## src/sv/bpst_pkg.sv

```systemverilog
// shared types and codes of the breakpoint and single-step trigger unit
package bpst_pkg;

    // default number of breakpoint table entries
    localparam int BP_SLOTS_DEF = 16;

    // field widths of one transaction
    localparam int FUNC_W   = 4;
    localparam int SOURCE_W = 16;
    localparam int LINE_W   = 20;
    localparam int DEPTH_W  = 10;
    localparam int SLOT_W   = 4;
    localparam int STATUS_W = 2;

    // command codes
    localparam logic [FUNC_W-1:0] FUNC_EVENT     = 4'd0;
    localparam logic [FUNC_W-1:0] FUNC_SET_BP    = 4'd1;
    localparam logic [FUNC_W-1:0] FUNC_CLEAR_BP  = 4'd2;
    localparam logic [FUNC_W-1:0] FUNC_CLEAR_ALL = 4'd3;
    localparam logic [FUNC_W-1:0] FUNC_OVER      = 4'd4;
    localparam logic [FUNC_W-1:0] FUNC_INTO      = 4'd5;
    localparam logic [FUNC_W-1:0] FUNC_OUT       = 4'd6;
    localparam logic [FUNC_W-1:0] FUNC_CONTINUE  = 4'd7;
    localparam logic [FUNC_W-1:0] FUNC_PAUSE     = 4'd8;

    // status codes
    localparam logic [STATUS_W-1:0] STATUS_OK     = 2'd0;
    localparam logic [STATUS_W-1:0] STATUS_BAD_ID = 2'd1;
    localparam logic [STATUS_W-1:0] STATUS_FULL   = 2'd2;

    // stop reasons
    localparam logic REASON_BP   = 1'b0;
    localparam logic REASON_STEP = 1'b1;

    // execution mode
    typedef enum logic [2:0] {
        MODE_RUN   = 3'd0,
        MODE_PAUSE = 3'd1,
        MODE_OVER  = 3'd2,
        MODE_INTO  = 3'd3,
        MODE_OUT   = 3'd4
    } mode_t;

    // input transaction
    typedef struct packed {
        logic [FUNC_W-1:0]   func;
        logic [SOURCE_W-1:0] src_id;
        logic [LINE_W-1:0]   line;
        logic [DEPTH_W-1:0]  depth;
        logic [SLOT_W-1:0]   slot;
    } in_t;

    // result transaction
    typedef struct packed {
        logic                stop;
        logic                stop_reason;
        logic [STATUS_W-1:0] status;
        logic [SLOT_W-1:0]   assigned_slot;
        logic                halted;
    } out_t;

    // command to the breakpoint table
    typedef struct packed {
        logic                set_en;
        logic                clr_en;
        logic                clr_all;
        logic [SOURCE_W-1:0] src_id;
        logic [LINE_W-1:0]   line;
        logic [SLOT_W-1:0]   slot;
    } tbl_cmd_t;

    // lookup and status from the breakpoint table
    typedef struct packed {
        logic              hit;
        logic              full;
        logic              bad_id;
        logic [SLOT_W-1:0] assigned;
    } tbl_stat_t;

endpackage

```

## src/sv/bpst_table.sv

```systemverilog
// breakpoint table: entry storage, parallel match, slot allocation and clearing
module bpst_table #(
    parameter int BP_SLOTS = bpst_pkg::BP_SLOTS_DEF
) (
    input  logic                aclk,
    input  logic                aresetn,
    input  bpst_pkg::tbl_cmd_t  cmd,
    output bpst_pkg::tbl_stat_t stat
);
    import bpst_pkg::*;

    localparam int IDX_W = (BP_SLOTS > 1) ? $clog2(BP_SLOTS) : 1;
    localparam int CNT_W = $clog2(BP_SLOTS + 1);
    localparam int CMP_W = (CNT_W > SLOT_W) ? CNT_W : SLOT_W;

    logic [SOURCE_W-1:0] bp_source_reg [BP_SLOTS];
    logic [LINE_W-1:0]   bp_line_reg   [BP_SLOTS];
    logic [BP_SLOTS-1:0] bp_active_reg;
    logic [CNT_W-1:0]    bp_used_reg;

    logic [BP_SLOTS-1:0] hit_vec;
    logic [BP_SLOTS-1:0] free_vec;
    logic [BP_SLOTS-1:0] free_onehot;
    logic [BP_SLOTS-1:0] append_vec;
    logic [BP_SLOTS-1:0] sel_vec;
    logic [IDX_W-1:0]    wr_idx;
    logic                any_free;
    logic                table_full;
    logic                set_do;
    logic                clr_do;

    // per-entry compare, free and append selects
    always_comb begin
        for (int i = 0; i < BP_SLOTS; i++) begin
            hit_vec[i]    = bp_active_reg[i] && (bp_source_reg[i] == cmd.src_id)
                            && (bp_line_reg[i] == cmd.line);
            free_vec[i]   = !bp_active_reg[i] && (CNT_W'(i) < bp_used_reg);
            append_vec[i] = (CNT_W'(i) == bp_used_reg);
        end
    end

    // lowest free entry wins, else append past the used count
    always_comb begin
        free_onehot = free_vec & (~free_vec + BP_SLOTS'(1));
        any_free    = |free_vec;
        table_full  = (bp_used_reg == CNT_W'(BP_SLOTS));
        sel_vec     = any_free ? free_onehot : append_vec;
        wr_idx      = '0;
        for (int i = 0; i < BP_SLOTS; i++) begin
            if (sel_vec[i]) begin
                wr_idx = wr_idx | IDX_W'(i);
            end
        end
    end

    // status toward the control logic
    always_comb begin
        stat.hit      = |hit_vec;
        stat.full     = !any_free && table_full;
        stat.bad_id   = (CMP_W'(cmd.slot) >= CMP_W'(bp_used_reg));
        stat.assigned = SLOT_W'(wr_idx);
        set_do        = cmd.set_en && !stat.full;
        clr_do        = cmd.clr_en && !stat.bad_id;
    end

    // active bits and used count
    always_ff @(posedge aclk) begin
        if (!aresetn) begin
            bp_active_reg <= '0;
            bp_used_reg   <= '0;
        end else begin
            if (cmd.clr_all) begin
                bp_active_reg <= '0;
            end else begin
                for (int i = 0; i < BP_SLOTS; i++) begin
                    if (set_do && sel_vec[i]) begin
                        bp_active_reg[i] <= 1'b1;
                    end else if (clr_do && (CMP_W'(cmd.slot) == CMP_W'(i))) begin
                        bp_active_reg[i] <= 1'b0;
                    end
                end
            end
            if (set_do && !any_free) begin
                bp_used_reg <= bp_used_reg + CNT_W'(1);
            end
        end
    end

    // entry location storage
    always_ff @(posedge aclk) begin
        for (int i = 0; i < BP_SLOTS; i++) begin
            if (set_do && sel_vec[i]) begin
                bp_source_reg[i] <= cmd.src_id;
                bp_line_reg[i]   <= cmd.line;
            end
        end
    end

endmodule

```

## src/sv/breakpoint_step_trigger.sv

```systemverilog
// top level of the breakpoint and single-step trigger unit
//
// Each input transaction on s_data is one command or one execute event; each
// produces exactly one result transaction on m_data, in order. Commands set a
// breakpoint (lowest inactive used entry, else a new one; status reports a full
// table), clear one entry (status reports an id >= the used count), clear all,
// start a step over, into or out at the given location and depth, continue, or
// pause. An event reports stop, the stop reason and the halted flag.
// The transaction is taken into an input register; once the output register is
// free or read, its result lands there with the table and mode state updated.
// Throughput is one transaction per cycle when unstalled, set by the single
// pass from the input register through the parallel compare of all entries.
// When m_ready is low the result waits in the output register, the next
// transaction waits in the input register, and s_ready drops once both are full.
// Reset empties both registers, clears all active bits and the used count, and
// returns to run mode with the halted flag low.
module breakpoint_step_trigger #(
    parameter int BP_SLOTS = bpst_pkg::BP_SLOTS_DEF
) (
    input  logic           aclk,
    input  logic           aresetn,
    input  logic           s_valid,
    output logic           s_ready,
    input  bpst_pkg::in_t  s_data,
    output logic           m_valid,
    input  logic           m_ready,
    output bpst_pkg::out_t m_data
);
    import bpst_pkg::*;

    in_t                 in_reg;
    logic                in_valid_reg;
    out_t                out_reg;
    out_t                out_next;
    logic                out_valid_reg;
    logic                advance;

    mode_t               mode_reg;
    mode_t               mode_next;
    logic [DEPTH_W-1:0]  step_depth_reg;
    logic [LINE_W-1:0]   step_line_reg;
    logic [SOURCE_W-1:0] step_source_reg;
    logic                capture;
    logic                paused_reg;
    logic                paused_next;

    tbl_cmd_t            tbl_cmd;
    tbl_stat_t           tbl_stat;

    logic                moved;
    logic                mode_stop;
    logic                stop;

    // handshake: move the held transaction whenever the result slot frees
    assign advance = in_valid_reg && (!out_valid_reg || m_ready);
    assign s_ready = !in_valid_reg || advance;
    assign m_valid = out_valid_reg;
    assign m_data  = out_reg;

    // breakpoint table commands, committed only when the transaction moves
    always_comb begin
        tbl_cmd.set_en    = advance && (in_reg.func == FUNC_SET_BP);
        tbl_cmd.clr_en    = advance && (in_reg.func == FUNC_CLEAR_BP);
        tbl_cmd.clr_all   = advance && (in_reg.func == FUNC_CLEAR_ALL);
        tbl_cmd.src_id    = in_reg.src_id;
        tbl_cmd.line      = in_reg.line;
        tbl_cmd.slot      = in_reg.slot;
    end

    bpst_table #(
        .BP_SLOTS (BP_SLOTS)
    ) u_table (
        .aclk    (aclk),
        .aresetn (aresetn),
        .cmd     (tbl_cmd),
        .stat    (tbl_stat)
    );

    // stop decision for an execute event
    always_comb begin
        moved = (in_reg.src_id != step_source_reg) || (in_reg.line != step_line_reg);
        unique case (mode_reg)
            MODE_PAUSE: mode_stop = 1'b1;
            MODE_INTO:  mode_stop = moved;
            MODE_OVER:  mode_stop = (in_reg.depth <= step_depth_reg) && moved;
            MODE_OUT:   mode_stop = (in_reg.depth < step_depth_reg);
            default:    mode_stop = 1'b0;
        endcase
        stop = mode_stop || tbl_stat.hit;
    end

    // result fields and next mode state
    always_comb begin
        out_next               = '0;
        mode_next              = mode_reg;
        paused_next            = paused_reg;
        capture                = 1'b0;
        unique case (in_reg.func)
            FUNC_EVENT: begin
                out_next.stop = stop;
                if (stop) begin
                    out_next.stop_reason = (mode_reg == MODE_RUN) ? REASON_BP : REASON_STEP;
                    paused_next          = 1'b1;
                end
            end
            FUNC_SET_BP: begin
                if (tbl_stat.full) begin
                    out_next.status = STATUS_FULL;
                end else begin
                    out_next.assigned_slot = tbl_stat.assigned;
                end
            end
            FUNC_CLEAR_BP: begin
                if (tbl_stat.bad_id) begin
                    out_next.status = STATUS_BAD_ID;
                end
            end
            FUNC_OVER: begin
                mode_next   = MODE_OVER;
                capture     = 1'b1;
                paused_next = 1'b0;
            end
            FUNC_INTO: begin
                mode_next   = MODE_INTO;
                capture     = 1'b1;
                paused_next = 1'b0;
            end
            FUNC_OUT: begin
                mode_next   = MODE_OUT;
                capture     = 1'b1;
                paused_next = 1'b0;
            end
            FUNC_CONTINUE: begin
                mode_next   = MODE_RUN;
                paused_next = 1'b0;
            end
            FUNC_PAUSE: begin
                mode_next = MODE_PAUSE;
            end
            default: begin
            end
        endcase
        out_next.halted = paused_next;
    end

    // input and output register control
    always_ff @(posedge aclk) begin
        if (!aresetn) begin
            in_valid_reg  <= 1'b0;
            out_valid_reg <= 1'b0;
            mode_reg      <= MODE_RUN;
            paused_reg    <= 1'b0;
        end else begin
            if (s_ready) begin
                in_valid_reg <= s_valid;
            end
            if (advance) begin
                out_valid_reg <= 1'b1;
                mode_reg      <= mode_next;
                paused_reg    <= paused_next;
            end else if (m_ready) begin
                out_valid_reg <= 1'b0;
            end
        end
    end

    // step capture registers
    always_ff @(posedge aclk) begin
        if (!aresetn) begin
            step_depth_reg  <= '0;
            step_line_reg   <= '0;
            step_source_reg <= '0;
        end else if (advance && capture) begin
            step_depth_reg  <= in_reg.depth;
            step_line_reg   <= in_reg.line;
            step_source_reg <= in_reg.src_id;
        end
    end

    // payload registers
    always_ff @(posedge aclk) begin
        if (s_ready && s_valid) begin
            in_reg <= s_data;
        end
        if (advance) begin
            out_reg <= out_next;
        end
    end

endmodule
```

## config.mk

```make
export PLATFORM = sky130hd
export DESIGN_NAME = breakpoint_step_trigger
export DESIGN_NICKNAME = d
export VERILOG_FILES = /design/src/sv/bpst_pkg.sv /design/src/sv/bpst_table.sv /design/src/sv/breakpoint_step_trigger.sv
export SDC_FILE = /design/constraint.sdc
export NUM_CORES = 1
export LEC_CHECK = 0
export BUFFER_PORTS_ARGS = -buffer_cell sky130_fd_sc_hd__clkbuf_2
export CAP_MARGIN = 25
export CORE_UTILIZATION = 35
export DETAILED_ROUTE_END_ITERATION = 7
export SYNTH_ARGS = -nofsm -noshare
export SYNTH_HDL_FRONTEND = slang
export SYNTH_SLANG_ARGS = --single-unit
```

## constraint.sdc

```tcl
create_clock -name aclk -period 10.8 [get_ports aclk]
set_input_delay 1.08 -clock aclk [delete_from_list [all_inputs] [get_ports aclk]]
set_output_delay 1.08 -clock aclk [all_outputs]
set_load 0.005 [all_outputs]
```

=== Yosys cells after proc, flatten, opt, wreduce, memory -nomap -nowiden ===
Memories as Yosys holds them, arrays and structs flattened.
Index checks and enable logic that the tools add are counted.

* Add/subtract/negate cells: 2
* Multipliers: 0
* Divide/modulo/power cells: 0
* Order comparisons: 19
* Eq/ne operators: 77
* Shift-type cells: 0
* Multiplexer cells: 181
* Bitwise gates (word level): 4
* Reduce and logical (&&, ||, !) cells: 176

{| class="wikitable"
|+ Operator list
! cell !! count
|-
| 20-bit == test || 16
|-
| 20-bit two-way mux || 15
|-
| 20-bit OR reduction || 15
|-
| 16-bit OR reduction || 17
|-
| 16-bit == test || 16
|-
| 16-bit two-way mux || 16
|-
| 4-bit two-way mux || 38
|-
| 1-bit two-way mux || 101
|-
| 1-bit logical AND || 91
|-
| 4-bit by 5-bit == test with 1-bit output (first input constant) || 8
|-
| 4-bit by 5-bit < comparator with 1-bit output (first input constant) || 8
|-
| 4-bit == test (second input constant) || 9
|-
| 2-bit nonzero test || 17
|-
| 4-bit by 3-bit == test with 1-bit output (second input constant) || 8
|-
| 1-bit zero test || 21
|-
| 3-bit by 5-bit == test with 1-bit output (first input constant) || 4
|-
| 3-bit by 5-bit < comparator with 1-bit output (first input constant) || 4
|-
| 20-bit != test || 1
|-
| 16-bit by 1-bit adder with 16-bit output (second input constant) || 1
|-
| 16-bit bitwise AND || 1
|-
| 4-bit by 2-bit == test with 1-bit output (second input constant) || 4
|-
| 16-bit != test || 1
|-
| 16-bit NOT || 1
|-
| 3-bit case mux with 5 select lines || 1
|-
| 28 further kinds || 45
|}

* Flip-flop bits (word level): 136
* Latch bits: 0
* Memory bits (writable): 576
* Bits in read-only memories: 0
* Output and inout port bits: 11
* Word-level logic and storage cells: 495
* Memories: 2

{| class="wikitable"
|+ Memory list
! memory !! depth !! width !! read ports !! clocked after memory_dff !! wr ports !! RTL line !! text
|-
| u_table.bp_line_reg || 16 || 20 || 16 || 0 || 1 || bpst_table.sv:17 || <nowiki>logic [LINE_W-1:0] bp_line_reg [BP_SLOTS];</nowiki>
|-
| u_table.bp_source_reg || 16 || 16 || 16 || 0 || 1 || bpst_table.sv:16 || <nowiki>logic [SOURCE_W-1:0] bp_source_reg [BP_SLOTS];</nowiki>
|}

=== Logic depth before layout (Yosys ltp) ===
Gate-level depths: netlist of the first run.

* Depth after elaboration: 26
* Mapped depth: 11
* Mapped depth without buffers: 10

=== Cells and area by module ===
A second synthesis of the first run with hierarchy kept.

* Cells, all modules: 2091
* Area, all modules: 30503.0 um^2

{| class="wikitable"
|+ Modules (own cells, without submodules)
! module !! instances !! cells each !! area each (um^2)
|-
| bpst_table || 1 || 1686 || 25841.0
|-
| breakpoint_step_trigger || 1 || 405 || 4662.0
|}

=== Least setup slack after synthesis of the first run ===
No wires, ideal clock.

* Path kind: input to register
* Start: input port m_ready
* End: memory u_table.bp_line_reg[2][0] (netlist: u_table.bp_line_reg[1][0]) (enable)
* Library setup time: 0.431 ns
* Data arrival time: 3.536 ns
* Required time: 10.369 ns
* Path slack: 6.833 ns
* Stages on the path: 5
* Path buffers: 1
* Cell sequence: nor2b_1 nor2b_1 clkbuf_1 o311ai_1 nor2_1

* Word-level cells in the longest chain between the ends: 23

{| class="wikitable"
|+ Ends and longest elaborated chain
! what !! RTL line !! text
|-
| start, declared || breakpoint_step_trigger.sv:26 || <nowiki>input logic m_ready,</nowiki>
|-
| 1-bit logical OR * || breakpoint_step_trigger.sv:55 || <nowiki>assign advance = in_valid_reg && (!out_valid_reg || m_ready);</nowiki>
|-
| 1-bit logical AND * || breakpoint_step_trigger.sv:55 ||
|-
| named net advance || breakpoint_step_trigger.sv:36 || <nowiki>logic advance;</nowiki>
|-
| 1-bit logical AND * || breakpoint_step_trigger.sv:62 || <nowiki>tbl_cmd.set_en = advance && (in_reg.func == FUNC_SET_BP);</nowiki>
|-
| 1-bit logical AND * || bpst_table.sv:62 || <nowiki>set_do = cmd.set_en && !stat.full;</nowiki>
|-
| 1-bit logical AND || bpst_table.sv:92 || <nowiki>if (set_do && sel_vec[i]) begin</nowiki>
|-
| 1-bit two-way mux || bpst_table.sv:92 ||
|-
| 1-bit two-way mux (implied by the code) || bpst_table.sv:94 || <nowiki>bp_line_reg[i] <= cmd.line;</nowiki>
|-
| 20-bit OR reduction (no line) || -- ||
|-
| 4-bit two-way mux (no line) or 1-bit two-way mux (tied branches) (15 in series) || -- ||
|-
| end, declared || bpst_table.sv:17 ||
|}

The timed path passes the listed nets; every way through them passes the cells marked *.

=== Worst setup path in the final report of the first run ===
* Start: register u_table.bp_used_reg[2]
* End: memory u_table.bp_source_reg[14][14] (netlist: u_table.bp_source_reg[1][110]) (enable)

* Word-level cells in the longest chain between the ends: 26

{| class="wikitable"
|+ Ends and longest elaborated chain
! what !! RTL line !! text
|-
| start, declared || bpst_table.sv:19 || <nowiki>logic [CNT_W-1:0] bp_used_reg;</nowiki>
|-
| start signal, assigned || bpst_table.sv:84 || <nowiki>bp_used_reg <= bp_used_reg + CNT_W'(1);</nowiki>
|-
| branches (longest 26 deep; another with 16-bit by 1-bit adder with 16-bit output) || -- ||
|-
| end, declared || bpst_table.sv:16 ||
|}

Several ways; the timed one is not identified.

==> impl_summary.txt, run 1 <==
----------------------------------------------------
[Global routing]
  First-pass GRT wire length ... 117000 µm
  Vias in the first global route ... 17441
  Gr ovfl total ... 0
  GRT Util Overall ... 0.184
  Pin count of the biggest net entering global routing ... 60
  Initial antenna violation count ... 1

[Layout]
  Area of all placed cells without fillers ... 0.0349 mm²
  Nets@finish ... about 2300
  Ratio of cells with drive above 1 in the final layout ... 0.121
  Max FFs per register ... 320
  Sequential cell area ... 0.0206 mm²
  Synth-to-layout area growth ... 14.9%
  Ant diodes ... 0
  Area of the multi-input gates ... roughly 0.0091 mm²
  Count of filler cells inserted in the layout ... 7778

[Logic synthesis]
  Most used standard cells in the synthesized netlist ... edfxtp_1 (639), xor2_1 (446), xnor2_1 (157)
  Number of storage elements in the synthesis netlist ... 712
  Synthesized net count ... 2175
  Post-synth top area cell ... edfxtp_1
  Share of synthesized area occupied by flip-flops and latches ... 0.680
  Most area-consuming cells after synthesis ... edfxtp_1 (63%), xor2_1 (13%), dfxtp_1 (4.8%), xnor2_1 (4.5%), nor4_1 (2.4%)
  Most frequently used flop master after synthesis ... edfxtp_1
  Number of warning messages in the yosys log ... 0
  Synth Cell Area ... 0.0304 mm²
  Share of synthesized registers carrying an async set or reset ... 0
  Cells after synthesis ... 2100
  EDFF count, synth ... 639
  Cell with the most instances after synthesis ... edfxtp_1
  Yosys top cell area share ... 0.632
  Post-synthesis area per instance ... approximately 14 µm²
  Number of distinct library cells after synthesis ... between 60 and 70

[Run]
  Max Cap Violations ... 0

[Worst setup path]
  R2R cell count ... 9
  Endpoint type of the worst setup path ... register
  Element type at the critical path start ... register
  Worst endpoint data arrival time ... between 4 and 5 ns
  Ordered cell list for the critical path ... inv_1 -> a31oi_1 -> nor4b_4 -> nand4_2 -> nand2b_1 -> o311a_1 -> o21ai_0 -> inv_1 -> buf_4
  Crit path buffers/inverters ... 3
  Destination of the worst register-to-register timing path ... u_table.bp_source_reg[1][110]
  Critical path's top delay family ... compound AO/OA/AOI/OAI gates
  R2r startpoint ... u_table.bp_used_reg[2]
  Most common cell type on the critical path ... inv_1
  Category of the most critical setup path ... reg -> reg
  Worst-case register-to-register setup slack ... 6.53 ns
  Largest fanout on the critical path ... 36
  Worst EP required ... 11.05 ns
  Delay contributed by the slowest stage of the critical path ... a little over 0.7 ns
  Cell with the largest stage delay on the worst path ... dfxtp_1

[CTS]
  Clock edge transition at the registers on the reported setup and hold paths ... ~0.06 ns
  Count of cells resized by post-cts repair ... 0
  Number of buffers added to fix hold violations after cts ... 0
  Clock Tree Buf Depth ... 3
  Skew-Pair Late Insertion Delay ... 0.62 ns
  Root Buffer ... clkbuf_16
  Number of H-tree levels ... 3
  CTS tree ... yes
  Setup Buffers After CTS ... 0
  Clock sink total ... 712
  Cts bufs inserted ... 77

[Power and ir drop]
  Static Leak ... 11.6 nW
  Maximum resistive drop on vdd ... 0.0918 mV
  Areal power density over the cells ... 170 mW/mm²
  Overall Power ... 5.94 mW

[Timing]
  Final Max Slew Viols ... 0
  Fin Clk Skew ... 0.0315 ns
  Count of endpoints failing hold in the final timing report ... 0
  Share of the clock period used by the worst path after layout ... 0.396
  Setup-violating endpoint count in the final report ... 0
  Clock period minus worst slack ... 4.27 ns
  Least-Margin Pin Slew ... 0.999 ns
  Max-slew headroom at the worst pin ... 0.328
  Setup repair after global routing missed its margin ... false
  Aggregate negative setup slack ... 0 ns
  Top achievable clock speed ... 234 MHz

[Floorplanning]
  Core region area ... 0.0855 mm²
  Row count ... 107
  Initial core utilization ... 0.355
  Die width ... 297 µm
  Number of top-level pins ... ~70
  Die footprint ... between 0.08 and 0.09 mm²
  Die height ... between 200 and 300 µm

[Run status]
  Status ... complete, no violations

[Drt]
  Average routed wire per standard cell ... roughly 24 µm
  Detail Route Antenna Nets ... 0
  Number of violations reported at the end of detailed-routing iteration 0 ... roughly 1700
  Vias ... 17382
  Total routed wirelength ... 80900 µm
  DRC Markers ... 0
  First-pass detailed-route iteration total ... 5
  DR vias/cell ... approximately 5.1

[Worst hold path]
  Number of instances on the worst hold path ... 2
  Hold Startpoint ... step_depth_reg[7]
  Hold path endpoint ... step_depth_reg[7]
  Class of the tightest hold or removal check ... reg -> reg

[Place]
  Post-detailed-placement half-perimeter wirelength ... 49500 µm
  Cell area after placement ... 0.0323 mm²
  Weighted congestion at the end of routability-driven global placement ... just under 1
  Number of buffer cells added on primary ports ... 68

----------------------------------------------------
through the flow:
step | worst slack (ns) | cells | utilization | hold slack (ns)
floorplan | 6.83 | 2100 | - | 0.437
CTS | 6.64 | 3436 | 0.407 | 0.472
global route | 6.33 | 3439 | 0.408 | 0.485
global placement | 6.73 | 3293 | 0.378 | 0.454
finish | 6.53 | 3439 | 0.408 | 0.463
detailed placement | 6.65 | 3294 | 0.378 | 0.464
worst max path at each step:
stage / from / end / depth (start not counted)
floorplan: m_ready / u_table.bp_line_reg[1][0] / 5
global placement: u_table.bp_used_reg[2] / u_table.bp_line_reg[7][0] / 9
detailed placement: u_table.bp_used_reg[2] / u_table.bp_source_reg[1][107] / 9
CTS: u_table.bp_used_reg[2] / u_table.bp_source_reg[1][107] / 9
global route: u_table.bp_used_reg[2] / u_table.bp_line_reg[7][18] / 9
finish: u_table.bp_used_reg[2] / u_table.bp_source_reg[1][110] / 9
routing by layer:
layer | track usage | part of all wire
met2 | 0.300 | 0.47
met3 | 0.0283 | 0.052
met1 | 0.253 | 0.45
met5 | 0 | 0
met4 | 0.0567 | 0.026
cells in the final DEF (no fill, tap or decap), types with 3 or more instances in the layout:
cell,synthesis,final
o21a_1,3,3
nor4_1,115,115
nand3_1,15,15
ha_1,17,17
a22oi_1,4,4
nand2b_1,9,9
or3_1,9,9
xnor2_1,157,157
o2111ai_1,6,6
a21oi_1,38,37
nor2b_1,11,11
clkinv_1,1,21
clkbuf_2,0,68
or4_1,6,6
inv_1,51,51
dfxtp_1,73,73
nor3b_1,3,3
bufinv_16,0,5
o31ai_1,5,5
clkbuf_16,0,79
nor2_1,24,23
xor2_1,446,446
clkbuf_1,37,11
clkinv_2,0,13
edfxtp_1,639,639
a21o_1,6,6
nand2_1,125,125
clkbuf_8,0,7
a21boi_0,46,46
and2_1,7,6
o22ai_1,6,6
nand4_1,72,72
or2_2,3,3
nor3_1,29,29
o21ai_0,30,30
buf_12,0,4
buf_4,0,81
a31oi_1,8,8
cell type report:
class	instances	area share
Inverter	52	0.00559
Clock buffer	97	0.0606
Sequential cell	712	0.592
Tap cell	1144	0.0410
Timing Repair Buffer	153	0.0295
Multi-Input combinational cell	1236	0.261
Clock inverter	45	0.0108
logic make-up after synthesis:
logic type                 after synthesis  synth area share
DFF                                    712             0.680
xor gates and xnor gates               603             0.174
and+or+nand+nor                        439            0.0783
AOI/OAI and AO/OA                      177            0.0395
buffers and inverters                  152            0.0212
adders and majority gates               17           0.00701
report_power, final:
group          switching (mW)  leakage [nW]  internal [mW]
Clock                    1.07          1.22           1.51
Sequential             0.0116          6.38           3.02
Combinational           0.224          4.03         0.0994
tightest hold or removal path, cell delays in order, from the launching register on:
cell and delay (ns):
dfxtp_1 0.30, nand2_1 0.05, a21boi_0 0.06
(Power assumes the default switching activity.)
==> inputs of run 2 (changes only) <==
clock period = 3.6 ns   (was 10.8 ns; I/O delays follow)
==> run 2 against run 1 <==
Effect of this change: flip-flop and latch count did not move; critical path depth rose by 1; clock power rose to 3.1 times the previous value; core utilization rose by 1.9 points; maximum frequency rose by 29%; first-iteration DRC count fell by 14%; setup slack got worse by 6.2 ns; final cell count rose by 3.1%; sequential share of layout area fell by 2.6 points; clock skew rose by 0.010 ns; critical endpoint is now u_table.bp_source_reg[1][127].
==> impl_summary.txt, run 2 (synthesis results as in run 1) <==
----------------------------------------------------
[Timing]
  Least-Margin Pin Slew ... about 0.67 ns
  Top achievable clock speed ... 301 MHz
  Min Hold Slack ... 0.100 ns
  Setup repair after global routing missed its margin ... false
  Final Max Slew Viols ... 0
  Count of endpoints failing hold in the final timing report ... 0
  Max-slew headroom at the worst pin ... 0.552
  Aggregate negative setup slack ... 0 ns
  Setup-violating endpoint count in the final report ... 0
  Clock period minus worst slack ... ~3.3 ns
  Fin Clk Skew ... 0.0420 ns
  Share of the clock period used by the worst path after layout ... 0.923

[Drt]
  Total routed wirelength ... ~80000 µm
  Vias ... between 15000 and 20000
  DRC Markers ... 0
  Number of violations reported at the end of detailed-routing iteration 0 ... 1416
  Detail Route Antenna Nets ... 0
  Average routed wire per standard cell ... 22.5 µm
  First-pass detailed-route iteration total ... 5
  DR vias/cell ... 5.01

[Place]
  Post-detailed-placement half-perimeter wirelength ... 49100 µm
  Number of buffer cells added on primary ports ... 68
  Weighted congestion at the end of routability-driven global placement ... 0.978

[Global routing]
  Gr ovfl total ... 0
  Pin count of the biggest net entering global routing ... 60
  GRT Util Overall ... 0.183
  Vias in the first global route ... approximately 18000
  First-pass GRT wire length ... 117000 µm
  Initial antenna violation count ... 1

[Layout]
  Max FFs per register ... 320
  Ratio of cells with drive above 1 in the final layout ... 0.135
  Nets@finish ... 2411
  Post-layout utilization of the core ... 0.427
  Synth-to-layout area growth ... 20.2%
  Most common cell after layout, fill and taps aside ... edfxtp_1
  Highest-count cells in the layout ignoring fill and taps ... edfxtp_1 (639), xor2_1 (446), xnor2_1 (157)
  Ant diodes ... 0

[Floorplanning]
  Row count ... 107
  Die height ... 297 µm
  Core region area ... 0.0855 mm²
  Number of top-level pins ... 69
  Die footprint ... 0.0879 mm²
  Initial core utilization ... 0.355
  Die width ... 297 µm

[CTS]
  Number of H-tree levels ... 3
  Cts bufs inserted ... 79
  Setup Buffers After CTS ... 0
  CTS tree ... yes
  Root Buffer ... clkbuf_16
  Clock sink total ... 712
  Clock edge transition at the registers on the reported setup and hold paths ... ~0.060 ns
  Clock Tree Buf Depth ... 3
  Skew-Pair Late Insertion Delay ... 0.64 ns

[Worst setup path]
  Largest fanout on the critical path ... 36
  Worst EP required ... 3.93 ns
  Delay contributed by the slowest stage of the critical path ... ~0.43 ns
  Ordered cell list for the critical path ... or3_4 -> a22oi_2 -> nor4b_4 -> nand4_2 -> nand2b_1 -> buf_4 -> a2111o_1 -> or2_1 -> inv_1 -> buf_12
  R2R cell count ... 10
  Worst-case register-to-register setup slack ... 0.28 ns
  Element type at the critical path start ... register
  Destination of the worst register-to-register timing path ... u_table.bp_source_reg[1][127]
  Critical path's top delay family ... simple AND/OR/NAND/NOR gates
  Count of cell instances traversed by the critical path ... 10
  Crit path buffers/inverters ... 3
  R2r startpoint ... u_table.bp_used_reg[3]
  Cell with the largest stage delay on the worst path ... or3_4
  Worst endpoint data arrival time ... 3.65 ns
  Endpoint type of the worst setup path ... register
  Category of the most critical setup path ... reg -> reg

[Worst hold path]
  Class of the tightest hold or removal check ... in -> reg
  Hold Startpoint ... m_ready
  Hold path endpoint ... m_valid
  Number of instances on the worst hold path ... 3

[Power and ir drop]
  Areal power density over the cells ... 499 mW/mm²
  Static Leak ... 12.3 nW
  Maximum resistive drop on vdd ... 0.354 mV

[Run]
  Max Cap Violations ... 0

[Run status]
  Status ... complete, no violations

----------------------------------------------------
==> run 2: through the flow <==
step	instances	worst slack, ns	cell area (µm²)	power (mW)
6_report	3544	0.278	36500	18.2
3_5_place_dp	3342	0.226	33300	10.3
2_1_floorplan	2100	0.134	30400	9.81
3_3_place_gp	3342	0.295	33300	10.3
4_1_cts	3542	0.230	36500	18.4
5_1_grt	3544	0.0700	36500	18.8
==> run 2: worst max-delay path by stage <==
stage / from / end
global route: u_table.bp_used_reg[2] / u_table.bp_source_reg[1][52]
global placement: u_table.bp_used_reg[3] / u_table.bp_source_reg[1][125]
floorplan: u_table.bp_used_reg[2] / u_table.bp_line_reg[7][20]
detailed placement: u_table.bp_used_reg[3] / u_table.bp_source_reg[1][28]
finish: u_table.bp_used_reg[3] / u_table.bp_source_reg[1][127]
CTS: u_table.bp_used_reg[3] / u_table.bp_line_reg[4][25]
==> run 2: layout make-up <==
type	count	area, µm²
fillers	7687	49000
flip-flops and latches	712	20600
multi-input cells	1236	9100
repair buffers	255	2530
clock buffers	110	2190
well taps	1144	1430
clock inverters	35	409
inverters	52	195
==> run 2: power by group <==
part           total [mW]  internal [mW]  leakage [nW]  switching, mW
clock network        8.03           4.77          1.26           3.26
logic                1.07          0.406          4.69          0.662
registers            9.11           9.06          6.38         0.0551
total                18.2           14.2          12.3           3.97
==> run 2: worst register-to-register path, cell delays in order, from the launching register on <==
cell      delay [ns]
dfxtp_1         0.41
or3_4           0.43
a22oi_2         0.22
nor4b_4         0.31
nand4_2         0.17
nand2b_1        0.29
buf_4           0.23
a2111o_1        0.42
or2_1           0.25
inv_1           0.10
buf_12          0.21
==> run 2: what timing repair did <==
action                                  CTS  global route
endpoints found under the setup margin    0            17
hold buffers                             55             0
hold endpoints to repair                 55             0
gates resized for setup                   0             1
==> run 2: layer usage <==
| metal | GRT usage | part of all wire |
|---|---|---|
| met5 | 0 | 0 |
| met4 | 0.0456 | 0.020 |
| met3 | 0.0325 | 0.052 |
| met2 | 0.296 | 0.47 |
| met1 | 0.253 | 0.46 |
==> inputs of run 3 (changes only) <==
BUFFER_PORTS_ARGS = -buffer_cell sky130_fd_sc_hd__buf_4   (was -buffer_cell sky130_fd_sc_hd__clkbuf_2)
==> run 3 against run 2 <==
Effect of this change: first-iteration DRC count increased by 6.1%; largest cell class unchanged; final cell count is essentially flat; flip-flop and latch count did not move; clock power rose by 2%; global-route usage increased by 0.49 points; combinational power about the same; via count increased by 0.89%; non-clock buffer count rose by 2; critical path depth rose by 1; register-to-register slack got worse by 0.09 ns; sequential power about the same.
==> impl_summary.txt, run 3 (synthesis results as in run 1) <==
----------------------------------------------------
[Run status]
  Status ... complete, no violations

[Layout]
  Most common cell after layout, fill and taps aside ... edfxtp_1
  Post-layout utilization of the core ... 0.429
  Ratio of cells with drive above 1 in the final layout ... 0.138
  Count of filler cells inserted in the layout ... 7618
  Nets@finish ... 2413
  Max FFs per register ... 320
  Synth-to-layout area growth ... 21.0%
  Highest-count cells in the layout ignoring fill and taps ... edfxtp_1 (639), xor2_1 (446), xnor2_1 (157)

[Power and ir drop]
  Switching share of power ... 0.225
  Maximum resistive drop on vdd ... around 0.31 mV
  Static Leak ... 12.4 nW
  Areal power density over the cells ... between 500 and 600 mW/mm²
  Gate power share ... 0.060
  NetSw ... between 4 and 5 mW
  Internal ... 14.3 mW
  Part of the power in registers ... 0.495
  Clock power share ... 0.445

[Global routing]
  Vias in the first global route ... 17561
  GRT Util Overall ... 0.188
  Pin count of the biggest net entering global routing ... 60
  First-pass GRT wire length ... 119000 µm
  Initial antenna violation count ... 3
  Gr ovfl total ... 0

[Worst hold path]
  Number of instances on the worst hold path ... 3
  Class of the tightest hold or removal check ... in -> reg

[Timing]
  Least-Margin Pin Slew ... 0.720 ns
  Setup repair after global routing missed its margin ... false
  Fin Clk Skew ... 0.0442 ns
  Clock period minus worst slack ... roughly 3.4 ns
  Max-slew headroom at the worst pin ... 0.516
  Share of the clock period used by the worst path after layout ... 0.947
  Count of endpoints failing hold in the final timing report ... 0
  Aggregate negative setup slack ... 0 ns
  Setup-violating endpoint count in the final report ... 0
  Min Hold Slack ... 0.100 ns
  Top achievable clock speed ... between 200 and 300 MHz
  Final Max Slew Viols ... 0

[CTS]
  CTS tree ... yes
  Clock sink total ... 712
  Number of H-tree levels ... 3
  Skew-Pair Late Insertion Delay ... 0.65 ns
  Clock edge transition at the registers on the reported setup and hold paths ... 0.06 ns
  Cts bufs inserted ... 79
  Root Buffer ... clkbuf_16
  Clock Tree Buf Depth ... 3

[Worst setup path]
  Critical path's top delay family ... simple AND/OR/NAND/NOR gates
  Cell with the largest stage delay on the worst path ... a2111o_1
  Worst endpoint data arrival time ... 3.73 ns
  Delay contributed by the slowest stage of the critical path ... 0.44 ns
  R2R cell count ... 11
  Endpoint type of the worst setup path ... register
  Crit path buffers/inverters ... 4
  Count of cell instances traversed by the critical path ... 11
  Worst EP required ... 3.92 ns
  Ordered cell list for the critical path ... buf_4 -> o21ai_0 -> a21oi_1 -> nor4b_4 -> nand4_4 -> nand2b_2 -> buf_4 -> a2111o_1 -> or2_1 -> inv_1 -> buf_12
  Most common cell type on the critical path ... buf_4
  Largest fanout on the critical path ... 36
  Category of the most critical setup path ... reg -> reg
  Element type at the critical path start ... register

[Drt]
  DR vias/cell ... between 5 and 6
  First-pass detailed-route iteration total ... 7
  Total routed wirelength ... 82000 µm
  Detail Route Antenna Nets ... 0
  Average routed wire per standard cell ... 23.1 µm
  Vias ... 17929
  DRC Markers ... 0
  Number of violations reported at the end of detailed-routing iteration 0 ... roughly 1500

[Floorplanning]
  Initial core utilization ... 0.355
  Core region area ... about 0.086 mm²
  Number of top-level pins ... 69
  Die footprint ... 0.0879 mm²
  Row count ... 107
  Die height ... a little under 300 µm
  Die width ... 297 µm

[Run]
  Max Cap Violations ... 0

[Place]
  Post-detailed-placement half-perimeter wirelength ... 50000 µm
  Weighted congestion at the end of routability-driven global placement ... 0.923
  Number of buffer cells added on primary ports ... 68

----------------------------------------------------
==> run 3: cell count changes in the layout (fill, tap and decap cells not counted), sizes merged <==
cell / before / now
diode: 0 / 2
clkbuf: 178 / 98
buf: 132 / 202
bufinv: 7 / 8
clkinvlp: 3 / 1
clkinv: 24 / 36
==> run 3: power by group through the flow <==
stage,Clock (mW),Combinational (mW),Sequential [mW]
after floorplan,0,0.509,9.30
after global placement,0,1.04,9.29
after detailed placement,0,1.05,9.29
after CTS,8.38,1.11,9.12
after global routing,8.69,1.18,9.11
final,8.19,1.10,9.11
==> run 3: stage by stage <==
stage                     area, µm²  power (mW)  cells  worst slack (ns)
after CTS                     36700        18.6   3542             0.101
after global placement        33500        10.3   3343             0.192
after floorplan               30400        9.81   2100             0.134
after global routing          36700        19.0   3545           0.00921
after detailed placement      33500        10.3   3343             0.176
final                         36700        18.4   3547             0.191
==> run 3: path summary, 6_finish.rpt <==
path | to | slack, ns | start
setup reg to reg | u_table.bp_line_reg[7][28] | 0.19 | u_table.bp_used_reg[1]
hold reg to reg | step_depth_reg[6] | 0.46 | step_depth_reg[6]
setup / recovery | u_table.bp_line_reg[7][28] | 0.19 | u_table.bp_used_reg[1]
hold / removal | m_valid | 0.10 | m_ready
==> run 3: what timing repair did <==
item | in CTS | in global routing
hold endpoints to repair | 55 | 0
buffers inserted | 0 | 3
resized for setup | 0 | 3
hold buffers | 55 | 0
setup endpoints to repair | 0 | 73
==> run 3: layer usage <==
layer	vias up	track usage	wire length (µm)
li1	8109	-	-
met1	9104	0.257	36400
met2	572	0.305	38500
met3	142	0.0270	4550
met4	2	0.0631	2510
met5	-	0	8
==> run 3: layout make-up <==
class	count	area, µm²	area share
sequential	712	20600	0.562
timing repair buffer	257	2710	0.0736
clock inverter	46	528	0.0144
tap	1144	1430	0.0390
multi-input combinational	1236	9110	0.248
inverter	52	195	0.00531
clock buffer	98	2110	0.0575
antenna	2	5.00	0.000136
==> run 3: worst min-delay path, stage by stage <==
cell and delay [ns]:
buf_4 0.08, nor2b_1 0.06, o21a_1 0.16
